`src/hdl/tkh_pkg.sv`:
```
// ----------------------------------------------------------------------------
// tkh_pkg
// shared types and constants of the top-k by count heap
// ----------------------------------------------------------------------------
package tkh_pkg;

	localparam int ID_W  = 31;
	localparam int CNT_W = 31;
	localparam int K_W   = 6;

	localparam logic [K_W-1:0] K_RESET = 6'd32;

	localparam logic CMD_INSERT = 1'b0;
	localparam logic CMD_DRAIN  = 1'b1;

	typedef struct packed {
		logic [ID_W-1:0]  id;
		logic [CNT_W-1:0] cnt;
	} rec_t;

	typedef struct packed {
		logic cmd;
		rec_t rec;
	} req_t;

	typedef struct packed {
		rec_t rec;
		logic last;
		logic empty;
	} res_t;

	typedef enum logic [3:0] {
		ST_IDLE,
		ST_TRIM,
		ST_POP_LD,
		ST_DN_L,
		ST_DN_R,
		ST_DN_CMP,
		ST_UP,
		ST_UP_CMP,
		ST_ROOT_CMP,
		ST_DR_RD,
		ST_DR_EMIT,
		ST_EMPTY
	} state_t;

endpackage

```
`src/hdl/tkh_in_if.sv`:
```
// ----------------------------------------------------------------------------
// tkh_in_if
// request channel: insert or drain command with one record
// ----------------------------------------------------------------------------
interface tkh_in_if;
	logic                       valid;
	logic                       ready;
	logic                       cmd;
	logic [tkh_pkg::ID_W-1:0]   user_id;
	logic [tkh_pkg::CNT_W-1:0]  visits;

	modport source (output valid, output cmd, output user_id, output visits, input ready);
	modport sink (input valid, input cmd, input user_id, input visits, output ready);
endinterface

```
`src/hdl/tkh_out_if.sv`:
```
// ----------------------------------------------------------------------------
// tkh_out_if
// result channel: one emitted record with last and empty flags
// ----------------------------------------------------------------------------
interface tkh_out_if;
	logic                       valid;
	logic                       ready;
	logic [tkh_pkg::ID_W-1:0]   out_id;
	logic [tkh_pkg::CNT_W-1:0]  out_visits;
	logic                       last;
	logic                       empty_res;

	modport source (output valid, output out_id, output out_visits, output last,
		output empty_res, input ready);
	modport sink (input valid, input out_id, input out_visits, input last,
		input empty_res, output ready);
endinterface

```
`src/hdl/tkh_cfg_if.sv`:
```
// ----------------------------------------------------------------------------
// tkh_cfg_if
// configuration write channel for k_in_use
// ----------------------------------------------------------------------------
interface tkh_cfg_if;
	logic                     valid;
	logic                     ready;
	logic [tkh_pkg::K_W-1:0]  data;

	modport source (output valid, output data, input ready);
	modport sink (input valid, input data, output ready);
endinterface

```
`src/hdl/tkh_heap.sv`:
```
// ----------------------------------------------------------------------------
// tkh_heap
// bounded min-heap in a one-read one-write memory, sifted by a small sequencer
// ----------------------------------------------------------------------------
module tkh_heap #(
	parameter int MAX_K = 32
) (
	input  logic                         clk,
	input  logic                         arst_n,
	input  logic                         req_valid,
	output logic                         req_ready,
	input  tkh_pkg::req_t                req,
	input  logic [$clog2(MAX_K+1)-1:0]   k_eff,
	output logic                         res_valid,
	input  logic                         res_ready,
	output tkh_pkg::res_t                res
);

	localparam int FW = $clog2(MAX_K + 1);
	localparam int IW = (MAX_K > 1) ? $clog2(MAX_K) : 1;
	localparam int CW = IW + 2;

	tkh_pkg::rec_t mem [MAX_K];
	tkh_pkg::rec_t rd_q;

	tkh_pkg::state_t state_q, state_d;
	logic [FW-1:0]   fill_q, fill_d;
	logic [FW-1:0]   k_q, k_d;
	logic [IW-1:0]   pos_q, pos_d;
	logic            drain_q, drain_d;
	logic            final_q, final_d;
	logic            rvalid_q, rvalid_d;
	tkh_pkg::rec_t   cur_q, cur_d;
	tkh_pkg::rec_t   new_q, new_d;
	tkh_pkg::rec_t   lc_q, lc_d;

	logic            rd_en;
	logic [IW-1:0]   rd_addr;
	logic            wr_en;
	logic [IW-1:0]   wr_addr;
	tkh_pkg::rec_t   wr_data;

	logic [FW-1:0]   fill_m1;
	logic [IW-1:0]   pos_m1;
	logic [IW-1:0]   par_idx;
	logic [CW-1:0]   l_idx;
	logic [CW-1:0]   r_idx;
	logic            l_in;
	logic            r_in;
	logic            sel_l;
	logic            sel_r;
	logic [tkh_pkg::CNT_W-1:0] best_cnt;
	tkh_pkg::state_t done_st;

	always_comb begin
		fill_m1  = fill_q - FW'(1);
		pos_m1   = pos_q - IW'(1);
		par_idx  = pos_m1 >> 1;
		l_idx    = {1'b0, pos_q, 1'b1};
		r_idx    = l_idx + CW'(1);
		l_in     = l_idx < CW'(fill_q);
		r_in     = r_idx < CW'(fill_q);
		sel_l    = lc_q.cnt < cur_q.cnt;
		best_cnt = sel_l ? lc_q.cnt : cur_q.cnt;
		sel_r    = rvalid_q && (rd_q.cnt < best_cnt);
		done_st  = drain_q ? tkh_pkg::ST_DR_RD
			: (final_q ? tkh_pkg::ST_IDLE : tkh_pkg::ST_TRIM);
	end

	// memory: one write and one registered read per cycle
	always_ff @(posedge clk) begin
		if (wr_en) begin
			mem[wr_addr] <= wr_data;
		end
		if (rd_en) begin
			rd_q <= mem[rd_addr];
		end
	end

	always_ff @(posedge clk or negedge arst_n) begin
		if (!arst_n) begin
			state_q  <= tkh_pkg::ST_IDLE;
			fill_q   <= '0;
			drain_q  <= 1'b0;
			final_q  <= 1'b0;
			rvalid_q <= 1'b0;
		end else begin
			state_q  <= state_d;
			fill_q   <= fill_d;
			drain_q  <= drain_d;
			final_q  <= final_d;
			rvalid_q <= rvalid_d;
		end
	end

	always_ff @(posedge clk) begin
		k_q   <= k_d;
		pos_q <= pos_d;
		cur_q <= cur_d;
		new_q <= new_d;
		lc_q  <= lc_d;
	end

	always_comb begin
		state_d   = state_q;
		fill_d    = fill_q;
		k_d       = k_q;
		pos_d     = pos_q;
		drain_d   = drain_q;
		final_d   = final_q;
		rvalid_d  = rvalid_q;
		cur_d     = cur_q;
		new_d     = new_q;
		lc_d      = lc_q;
		rd_en     = 1'b0;
		rd_addr   = '0;
		wr_en     = 1'b0;
		wr_addr   = pos_q;
		wr_data   = cur_q;
		req_ready = 1'b0;
		res_valid = 1'b0;
		res.rec   = rd_q;
		res.last  = (fill_q == FW'(1));
		res.empty = 1'b0;

		case (state_q)
			tkh_pkg::ST_IDLE: begin
				req_ready = 1'b1;
				if (req_valid) begin
					new_d   = req.rec;
					k_d     = k_eff;
					drain_d = (req.cmd == tkh_pkg::CMD_DRAIN);
					final_d = 1'b0;
					if (req.cmd == tkh_pkg::CMD_DRAIN) begin
						state_d = (fill_q == '0) ? tkh_pkg::ST_EMPTY : tkh_pkg::ST_DR_RD;
					end else begin
						state_d = tkh_pkg::ST_TRIM;
					end
				end
			end
			tkh_pkg::ST_TRIM: begin
				if (fill_q > k_q) begin
					fill_d  = fill_m1;
					rd_en   = 1'b1;
					rd_addr = fill_m1[IW-1:0];
					state_d = tkh_pkg::ST_POP_LD;
				end else if (fill_q < k_q) begin
					pos_d   = fill_q[IW-1:0];
					fill_d  = fill_q + FW'(1);
					cur_d   = new_q;
					state_d = tkh_pkg::ST_UP;
				end else begin
					rd_en   = 1'b1;
					rd_addr = '0;
					state_d = tkh_pkg::ST_ROOT_CMP;
				end
			end
			tkh_pkg::ST_ROOT_CMP: begin
				if (new_q.cnt > rd_q.cnt) begin
					cur_d   = new_q;
					pos_d   = '0;
					final_d = 1'b1;
					state_d = tkh_pkg::ST_DN_L;
				end else begin
					state_d = tkh_pkg::ST_IDLE;
				end
			end
			tkh_pkg::ST_POP_LD: begin
				cur_d   = rd_q;
				pos_d   = '0;
				state_d = tkh_pkg::ST_DN_L;
			end
			tkh_pkg::ST_DN_L: begin
				if (l_in) begin
					rd_en   = 1'b1;
					rd_addr = l_idx[IW-1:0];
					state_d = tkh_pkg::ST_DN_R;
				end else begin
					wr_en   = 1'b1;
					state_d = done_st;
				end
			end
			tkh_pkg::ST_DN_R: begin
				lc_d     = rd_q;
				rvalid_d = r_in;
				if (r_in) begin
					rd_en   = 1'b1;
					rd_addr = r_idx[IW-1:0];
				end
				state_d = tkh_pkg::ST_DN_CMP;
			end
			tkh_pkg::ST_DN_CMP: begin
				wr_en = 1'b1;
				if (sel_r) begin
					wr_data = rd_q;
					pos_d   = r_idx[IW-1:0];
					state_d = tkh_pkg::ST_DN_L;
				end else if (sel_l) begin
					wr_data = lc_q;
					pos_d   = l_idx[IW-1:0];
					state_d = tkh_pkg::ST_DN_L;
				end else begin
					state_d = done_st;
				end
			end
			tkh_pkg::ST_UP: begin
				if (pos_q == '0) begin
					wr_en   = 1'b1;
					state_d = tkh_pkg::ST_IDLE;
				end else begin
					rd_en   = 1'b1;
					rd_addr = par_idx;
					state_d = tkh_pkg::ST_UP_CMP;
				end
			end
			tkh_pkg::ST_UP_CMP: begin
				wr_en = 1'b1;
				if (rd_q.cnt <= cur_q.cnt) begin
					state_d = tkh_pkg::ST_IDLE;
				end else begin
					wr_data = rd_q;
					pos_d   = par_idx;
					state_d = tkh_pkg::ST_UP;
				end
			end
			tkh_pkg::ST_DR_RD: begin
				if (fill_q == '0) begin
					state_d = tkh_pkg::ST_IDLE;
				end else begin
					rd_en   = 1'b1;
					rd_addr = '0;
					state_d = tkh_pkg::ST_DR_EMIT;
				end
			end
			tkh_pkg::ST_DR_EMIT: begin
				res_valid = 1'b1;
				if (res_ready) begin
					fill_d  = fill_m1;
					rd_en   = 1'b1;
					rd_addr = fill_m1[IW-1:0];
					state_d = tkh_pkg::ST_POP_LD;
				end
			end
			tkh_pkg::ST_EMPTY: begin
				res_valid = 1'b1;
				res.rec   = '0;
				res.last  = 1'b1;
				res.empty = 1'b1;
				if (res_ready) begin
					state_d = tkh_pkg::ST_IDLE;
				end
			end
			default: begin
				state_d = tkh_pkg::ST_IDLE;
			end
		endcase
	end

endmodule

```
`src/hdl/top_k_by_count_heap.sv`:
```
// ----------------------------------------------------------------------------
// top_k_by_count_heap
// keeps the k records with the highest visit counts in a bounded min-heap
// ----------------------------------------------------------------------------
// The block holds up to k records (k from k_in_use, 0 acts as 1, above MAX_K
// acts as MAX_K) in a binary min-heap stored in a one-read one-write memory.
// An insert request is stored while fewer than k records are held, otherwise
// it replaces the lowest-count record only if its count is strictly higher.
// A drain request emits every held record in ascending count order, flags the
// final one with last and empties the store; a drain of an empty store gives
// one result with empty_res and last set. Every heap level costs one memory
// read per child or parent, and the block takes no new request until the
// sequencer is back in idle. An insert into a store that is not full climbs
// the record toward the root, reading one parent per level; an insert into a
// full store that does not beat the minimum only reads the root; a replace of
// the minimum sinks the new record from the root, reading the children on
// each level; a drain emits the root, moves the last record to the root and
// sinks it, once per record, and waits while the result consumer stalls.
// Lowering k below the fill adds a pop per surplus record at the next insert;
// each pop moves the last record to the root and sinks it. The memory needs
// no clearing pass after reset.
// ----------------------------------------------------------------------------
module top_k_by_count_heap #(
	parameter int MAX_K = 32
) (
	input  logic       clk,
	input  logic       arst_n,
	tkh_in_if.sink     item,
	tkh_out_if.source  result,
	tkh_cfg_if.sink    cfg
);

	localparam int FW  = $clog2(MAX_K + 1);
	localparam int KCW = (FW > tkh_pkg::K_W) ? FW : tkh_pkg::K_W;

	// configuration register, always writable
	logic [tkh_pkg::K_W-1:0] k_in_use_q;
	logic [FW-1:0]           k_eff;

	// heap engine handshake
	tkh_pkg::req_t eng_req;
	logic          eng_req_ready;
	logic          eng_res_valid;
	logic          eng_res_ready;
	tkh_pkg::res_t eng_res;

	// output register decouples the engine from the result consumer
	logic          out_valid_q;
	tkh_pkg::res_t out_q;

	assign cfg.ready = 1'b1;

	always_ff @(posedge clk or negedge arst_n) begin
		if (!arst_n) begin
			k_in_use_q <= tkh_pkg::K_RESET;
		end else if (cfg.valid) begin
			k_in_use_q <= cfg.data;
		end
	end

	// clamp k into 1 .. MAX_K
	always_comb begin
		if (k_in_use_q == '0) begin
			k_eff = FW'(1);
		end else if (KCW'(k_in_use_q) > KCW'(MAX_K)) begin
			k_eff = FW'(MAX_K);
		end else begin
			k_eff = FW'(k_in_use_q);
		end
	end

	assign eng_req.cmd     = item.cmd;
	assign eng_req.rec.id  = item.user_id;
	assign eng_req.rec.cnt = item.visits;
	assign item.ready      = eng_req_ready;

	tkh_heap #(
		.MAX_K (MAX_K)
	) u_heap (
		.clk       (clk),
		.arst_n    (arst_n),
		.req_valid (item.valid),
		.req_ready (eng_req_ready),
		.req       (eng_req),
		.k_eff     (k_eff),
		.res_valid (eng_res_valid),
		.res_ready (eng_res_ready),
		.res       (eng_res)
	);

	// engine may hand over a result when the register is empty or draining
	assign eng_res_ready = !out_valid_q || result.ready;

	always_ff @(posedge clk or negedge arst_n) begin
		if (!arst_n) begin
			out_valid_q <= 1'b0;
		end else if (eng_res_valid && eng_res_ready) begin
			out_valid_q <= 1'b1;
		end else if (result.ready) begin
			out_valid_q <= 1'b0;
		end
	end

	always_ff @(posedge clk) begin
		if (eng_res_valid && eng_res_ready) begin
			out_q <= eng_res;
		end
	end

	assign result.valid      = out_valid_q;
	assign result.out_id     = out_q.rec.id;
	assign result.out_visits = out_q.rec.cnt;
	assign result.last       = out_q.last;
	assign result.empty_res  = out_q.empty;

`ifndef SYNTHESIS
	// a request is taken only while the engine has no result pending
	a_idle_no_result: assert property (@(posedge clk) disable iff (!arst_n)
		item.ready |-> !eng_res_valid)
		else $error("request accepted while a result is pending");

	// an accepted request moves the sequencer out of idle, which drops item.ready
	a_busy_after_request: assert property (@(posedge clk) disable iff (!arst_n)
		(item.valid && item.ready) |=> !item.ready)
		else $error("engine ready right after accepting a request");

	// an empty drain result is always the final one
	a_empty_is_last: assert property (@(posedge clk) disable iff (!arst_n)
		(result.valid && result.empty_res) |-> result.last)
		else $error("empty result not flagged as last");
`endif

endmodule
```
`src/flat_wrapper.sv`:
```
// flat-port wrapper written by rule: the top's interface ports become plain ports
module top_k_by_count_heap_flat 
#(
	parameter int MAX_K = 32
)
  (clk, arst_n, item_valid, item_cmd, item_user_id, item_visits, item_ready, result_valid, result_out_id, result_out_visits, result_last, result_empty_res, result_ready, cfg_valid, cfg_data, cfg_ready);
  tkh_in_if item_i ();
  tkh_out_if result_i ();
  tkh_cfg_if cfg_i ();
  input  logic clk;
  input  logic arst_n;
  input wire logic [$bits(item_i.valid)-1:0] item_valid;
  input wire logic [$bits(item_i.cmd)-1:0] item_cmd;
  input wire logic [$bits(item_i.user_id)-1:0] item_user_id;
  input wire logic [$bits(item_i.visits)-1:0] item_visits;
  output wire logic [$bits(item_i.ready)-1:0] item_ready;
  output wire logic [$bits(result_i.valid)-1:0] result_valid;
  output wire logic [$bits(result_i.out_id)-1:0] result_out_id;
  output wire logic [$bits(result_i.out_visits)-1:0] result_out_visits;
  output wire logic [$bits(result_i.last)-1:0] result_last;
  output wire logic [$bits(result_i.empty_res)-1:0] result_empty_res;
  input wire logic [$bits(result_i.ready)-1:0] result_ready;
  input wire logic [$bits(cfg_i.valid)-1:0] cfg_valid;
  input wire logic [$bits(cfg_i.data)-1:0] cfg_data;
  output wire logic [$bits(cfg_i.ready)-1:0] cfg_ready;
  assign item_i.valid = item_valid;
  assign item_i.cmd = item_cmd;
  assign item_i.user_id = item_user_id;
  assign item_i.visits = item_visits;
  assign item_ready = item_i.ready;
  assign result_valid = result_i.valid;
  assign result_out_id = result_i.out_id;
  assign result_out_visits = result_i.out_visits;
  assign result_last = result_i.last;
  assign result_empty_res = result_i.empty_res;
  assign result_i.ready = result_ready;
  assign cfg_i.valid = cfg_valid;
  assign cfg_i.data = cfg_data;
  assign cfg_ready = cfg_i.ready;
  top_k_by_count_heap #(.MAX_K(MAX_K)) u_core (.clk(clk), .arst_n(arst_n), .item(item_i), .result(result_i), .cfg(cfg_i));
endmodule
```
`config.mk`:
```
export PLATFORM = sky130hd
export DESIGN_NAME = top_k_by_count_heap_flat
export DESIGN_NICKNAME = d
export VERILOG_FILES = /design/src/hdl/tkh_pkg.sv /design/src/hdl/tkh_in_if.sv /design/src/hdl/tkh_out_if.sv /design/src/hdl/tkh_cfg_if.sv /design/src/hdl/tkh_heap.sv /design/src/hdl/top_k_by_count_heap.sv /design/src/flat_wrapper.sv
export SDC_FILE = /design/constraint.sdc
export NUM_CORES = 2
export LEC_CHECK = 0
export ABC_AREA = 1
export BUFFER_PORTS_ARGS = -buffer_cell sky130_fd_sc_hd__buf_4
export CAP_MARGIN = 10
export CORE_MARGIN = 5
export CORE_UTILIZATION = 35
export DETAILED_ROUTE_END_ITERATION = 7
export PLACE_DENSITY = 0.61
export SETUP_SLACK_MARGIN = 0.02
export SYNTH_ARGS = -nofsm -noshare
export SYNTH_HDL_FRONTEND = slang
export SYNTH_SLANG_ARGS = --single-unit
```
`constraint.sdc`:
```
create_clock -name clk -period 4.9 [get_ports clk]
set_clock_uncertainty 0.05 [all_clocks]
set_input_delay 0.49 -clock clk [delete_from_list [all_inputs] [get_ports clk]]
set_output_delay 0.49 -clock clk [all_outputs]
set_load 0.005 [all_outputs]
```
==> out/qor.yml <==
outcome:
  status: "completed"
clock_tree:
  cts.sinks: 2327
  clkTransAtPathRegs_ps: 60
  htreeDepth: 4
  cts_buffer_depth: 4
  cts_buffers: 228
  clockRootBuffer: "clkbuf_16"
  cts_tree: "done"
  insertion_delay_ps: 900
global_route:
  grt_usage_pct: 21.7
  grt_max_degree: 193
  grt_remaining_overflow: 0
  grt_pass1_vias: 67300
  grt_first_pass_wirelength_mm: 478
  antenna_found_initial: 14
setup_path:
  required_ps: 5500
  worstPathArrival_ps: 5280
  end_kind: "register"
  critPathKind: "reg -> reg"
  start_kind: "register"
  crit_path_max_fanout: 15
pwr:
  powerDensity_nw_per_um2: 715
  p_seq_share_pct: 35.8
  clkPwrFrac_pct: 20.7
  irDropWorstVdd_mv: 0.600
  finalPower_w: 0.0830
  combinationalPowerShare_pct: 43.5
  leakage_nw: 38.6
  p_int_w: 0.0491
  netSwitchingFraction_pct: 40.9
  switchingPower_w: 0.0339
min_path:
  hold_class: "in -> reg"
sta:
  rsz0062_at_grt: "no"
  hold_violations: 0
  min_period_ps: 4680
  fmax_mhz: 214
  setup_viol: 0
  report.final.slew_viol_count: 0
  fin_hold_ws_ps: 285
  slew_headroom_pct: 27.4
  fin_setup_tns_ps: 0
  post-route-period-util_pct: 95.5
  worst_pin_slew_ps: 1090
layout:
  nNetsFinal: 8513
  final_common_cell: "edfxtp_1"
  final_cell_mix: "2307 x edfxtp_1, 999 x nand3_1, 871 x nor2_1, 780 x nand2_1, 745 x a31oi_1"
  fin_cells: 12200
  syn_to_final_growth_pct: 16.1
  layout-drive-gt1-share_pct: 10.3
detailed_routing:
  ant_nets: 0
  first_pass_iters: 8
  post_drt_via_cell_ratio: 5.91
  drc: 0
  finalWirelength_mm: 338
  num_vias: 72300
  drt-initial-drc-count: 10300
  wl_per_cell_um: 27.6
floorplan:
  die_w_um: 545
  initial_core_util_pct: 35.1
  core-area_um2: 285000
  num_rows: 196
  die-area_um2: 297000
  io_pins: 141
  die_h_um: 545
synth:
  synth-async-reset-ratio_pct: 0.859
  ys_types: 50
  synth_top_area_cell: "edfxtp_1"
  synth_seq_cells: 2327
  netlist_instances: 8153
  syn_nets: 8373
  yosysWarnings: 0
  syn_area_um2: 100000
  synth_edf_count: 2307
  yosys-top-cells-area: "edfxtp_1 69%, nand3_1 5.0%, a31oi_1 4.7%, nor2_1 3.4%, o21ai_0 3.1%"
  synth-main-ff-cell: "edfxtp_1"
  synth_top_area_share_pct: 69.3
  synth-seq-area-share_pct: 69.8
  syn_avg_cell_area_um2: 12.3
placement:
  port-buffer-count: 139
  gp_congestion: 0.893
  post-place-cells: 11700
  dp_hpwl_mm: 169
run:
  cap_violations: 0
metrics by stage:
| step | utilization [%] | cell area, µm² | setup WS (ps) |
|---|---|---|---|
| after detailed placement | 37.8 | 108000 | 259 |
| after floorplan | - | 100000 | 48.2 |
| after CTS | 40.7 | 116000 | 108 |
| after global placement | 37.8 | 108000 | 207 |
| final | 40.8 | 116000 | 222 |
| after global routing | 40.8 | 116000 | 19.2 |
cell families (layout without fill, tap and decap cells):
family / count (synthesis) / count (layout) / share of synthesized area, %
adder cells (fa/ha/maj): 146 / 146 / 1.83
other: 1 / 2 / 0.00375
buffers and inverters: 842 / 1162 / 3.62
XOR/XNOR: 15 / 15 / 0.131
AO/OA/AOI/OAI: 1833 / 1833 / 10.5
multiplexers: 248 / 248 / 2.48
AND/OR/NAND/NOR: 2741 / 2741 / 11.7
flip-flops: 2327 / 2327 / 69.8
cells in the mapped netlist (3+ instances only):
| library cell | count |
|---|---|
| inv_2 | 18 |
| nor2_2 | 5 |
| o221ai_1 | 4 |
| nor4_1 | 6 |
| o21ai_0 | 615 |
| buf_6 | 11 |
| a211oi_1 | 9 |
| buf_2 | 227 |
| dfrtp_1 | 19 |
| o21ai_1 | 281 |
| a31oi_1 | 745 |
| buf_4 | 24 |
| a21oi_1 | 55 |
| edfxtp_1 | 2307 |
| nand4_1 | 15 |
| o211ai_1 | 44 |
| mux2i_1 | 248 |
| clkbuf_1 | 352 |
| nand3_1 | 1000 |
| nor2_1 | 910 |
| buf_1 | 25 |
| o21a_1 | 3 |
| nor3_1 | 13 |
| xor2_1 | 13 |
| inv_1 | 184 |
| ha_1 | 146 |
| nand2_1 | 783 |
| a22oi_1 | 61 |
flip-flops by register name, indices dropped and copies added, names as in the netlist, 4 cells and up:
name / flops
u_core.k_in_use_q: 6
u_core.result.out_id: 31
u_core.result.out_visits: 31
u_core.u_heap.cur_q: 62
u_core.u_heap.fill_q: 6
u_core.u_heap.k_q: 6
u_core.u_heap.lc_q: 62
u_core.u_heap.mem: 1984
u_core.u_heap.new_q: 62
u_core.u_heap.pos_q: 5
u_core.u_heap.rd_q: 62
u_core.u_heap.state_q: 4
power by group through the flow:
stage               Clock (W)  Sequential, W  Combinational [W]
detailed placement          0         0.0300             0.0346
global route           0.0182         0.0298             0.0389
floorplan                   0         0.0297             0.0207
global placement            0         0.0300             0.0341
finish                 0.0172         0.0297             0.0361
CTS                    0.0173         0.0296             0.0349
path summary, 6_finish.rpt:
| check | start | endpoint | slack [ps] | cells after the start |
|---|---|---|---|---|
| setup / recovery | u_core.u_heap.cur_q[29]$_DFFE_PP_ | u_core.u_heap.mem[30][60]$_DFFE_PP_ | 220 | 26 |
| hold / removal | item_user_id[19] | u_core.u_heap.new_q[50]$_DFFE_PP_ | 280 | 2 |
| setup reg to reg | u_core.u_heap.cur_q[29]$_DFFE_PP_ | u_core.u_heap.mem[30][60]$_DFFE_PP_ | 220 | 26 |
| hold reg to reg | u_core.u_heap.rd_q[55]$_DFFE_PP_ | u_core.u_heap.lc_q[55]$_DFFE_PP_ | 430 | 0 |
| max in group asynchronous | arst_n | u_core.u_heap.state_q[3]$_DFFE_PN0P_ | 2850 | 4 |
| min in group asynchronous | arst_n | u_core.k_in_use_q[5]$_DFFE_PN1P_ | 590 | 3 |
timing repair:
| action | in CTS | in global routing |
|---|---|---|
| setup endpoints to repair | 0 | 1990 |
| resized for setup | 0 | 42 |
| buffers inserted | 0 | 11 |
| hold buffers | 88 | 0 |
| endpoints found under the hold margin | 93 | 0 |
cell type report:
| class | count | area (µm²) |
|---|---|---|
| diodes | 1 | 2.50 |
| fillers | 26000 | 169000 |
| clock inverters | 139 | 1210 |
| flip-flops and latches | 2327 | 69800 |
| clock buffers | 271 | 5910 |
| multi-input cells | 4984 | 27100 |
| repair buffers | 549 | 6670 |
| well taps | 3762 | 4710 |
| inverters | 203 | 797 |
worst max-delay path, stage by stage, from the launching register on:
cell and delay [ps]:
edfxtp_1 350, inv_1 90, ha_1 290, nand2_1 70, nor2_1 150, and2_4 180
nand2_1 60, nor2_1 160, nand2_2 130, nand2_8 150, buf_12 150, nand2_1 60
o21ai_1 120, ha_1 270, a21oi_1 140, nor2_1 60, a211oi_2 200, o221ai_2 160
a221oi_4 330, nand2_4 150, buf_4 200, clkbuf_16 190, nand2_1 60, o21ai_0 70
nand2_1 120, nand3_4 220, clkbuf_16 240
layer usage:
| layer | vias up | global-route usage, % | share of wire [%] |
|---|---|---|---|
| li1 | 30800 | - | - |
| met1 | 36000 | 30.7 | 40 |
| met2 | 4764 | 32.8 | 44 |
| met3 | 738 | 4.76 | 12 |
| met4 | 8 | 7.79 | 4.0 |
| met5 | - | 0 | 0.015 |
Note: power is estimated with default switching activity, not from simulation.
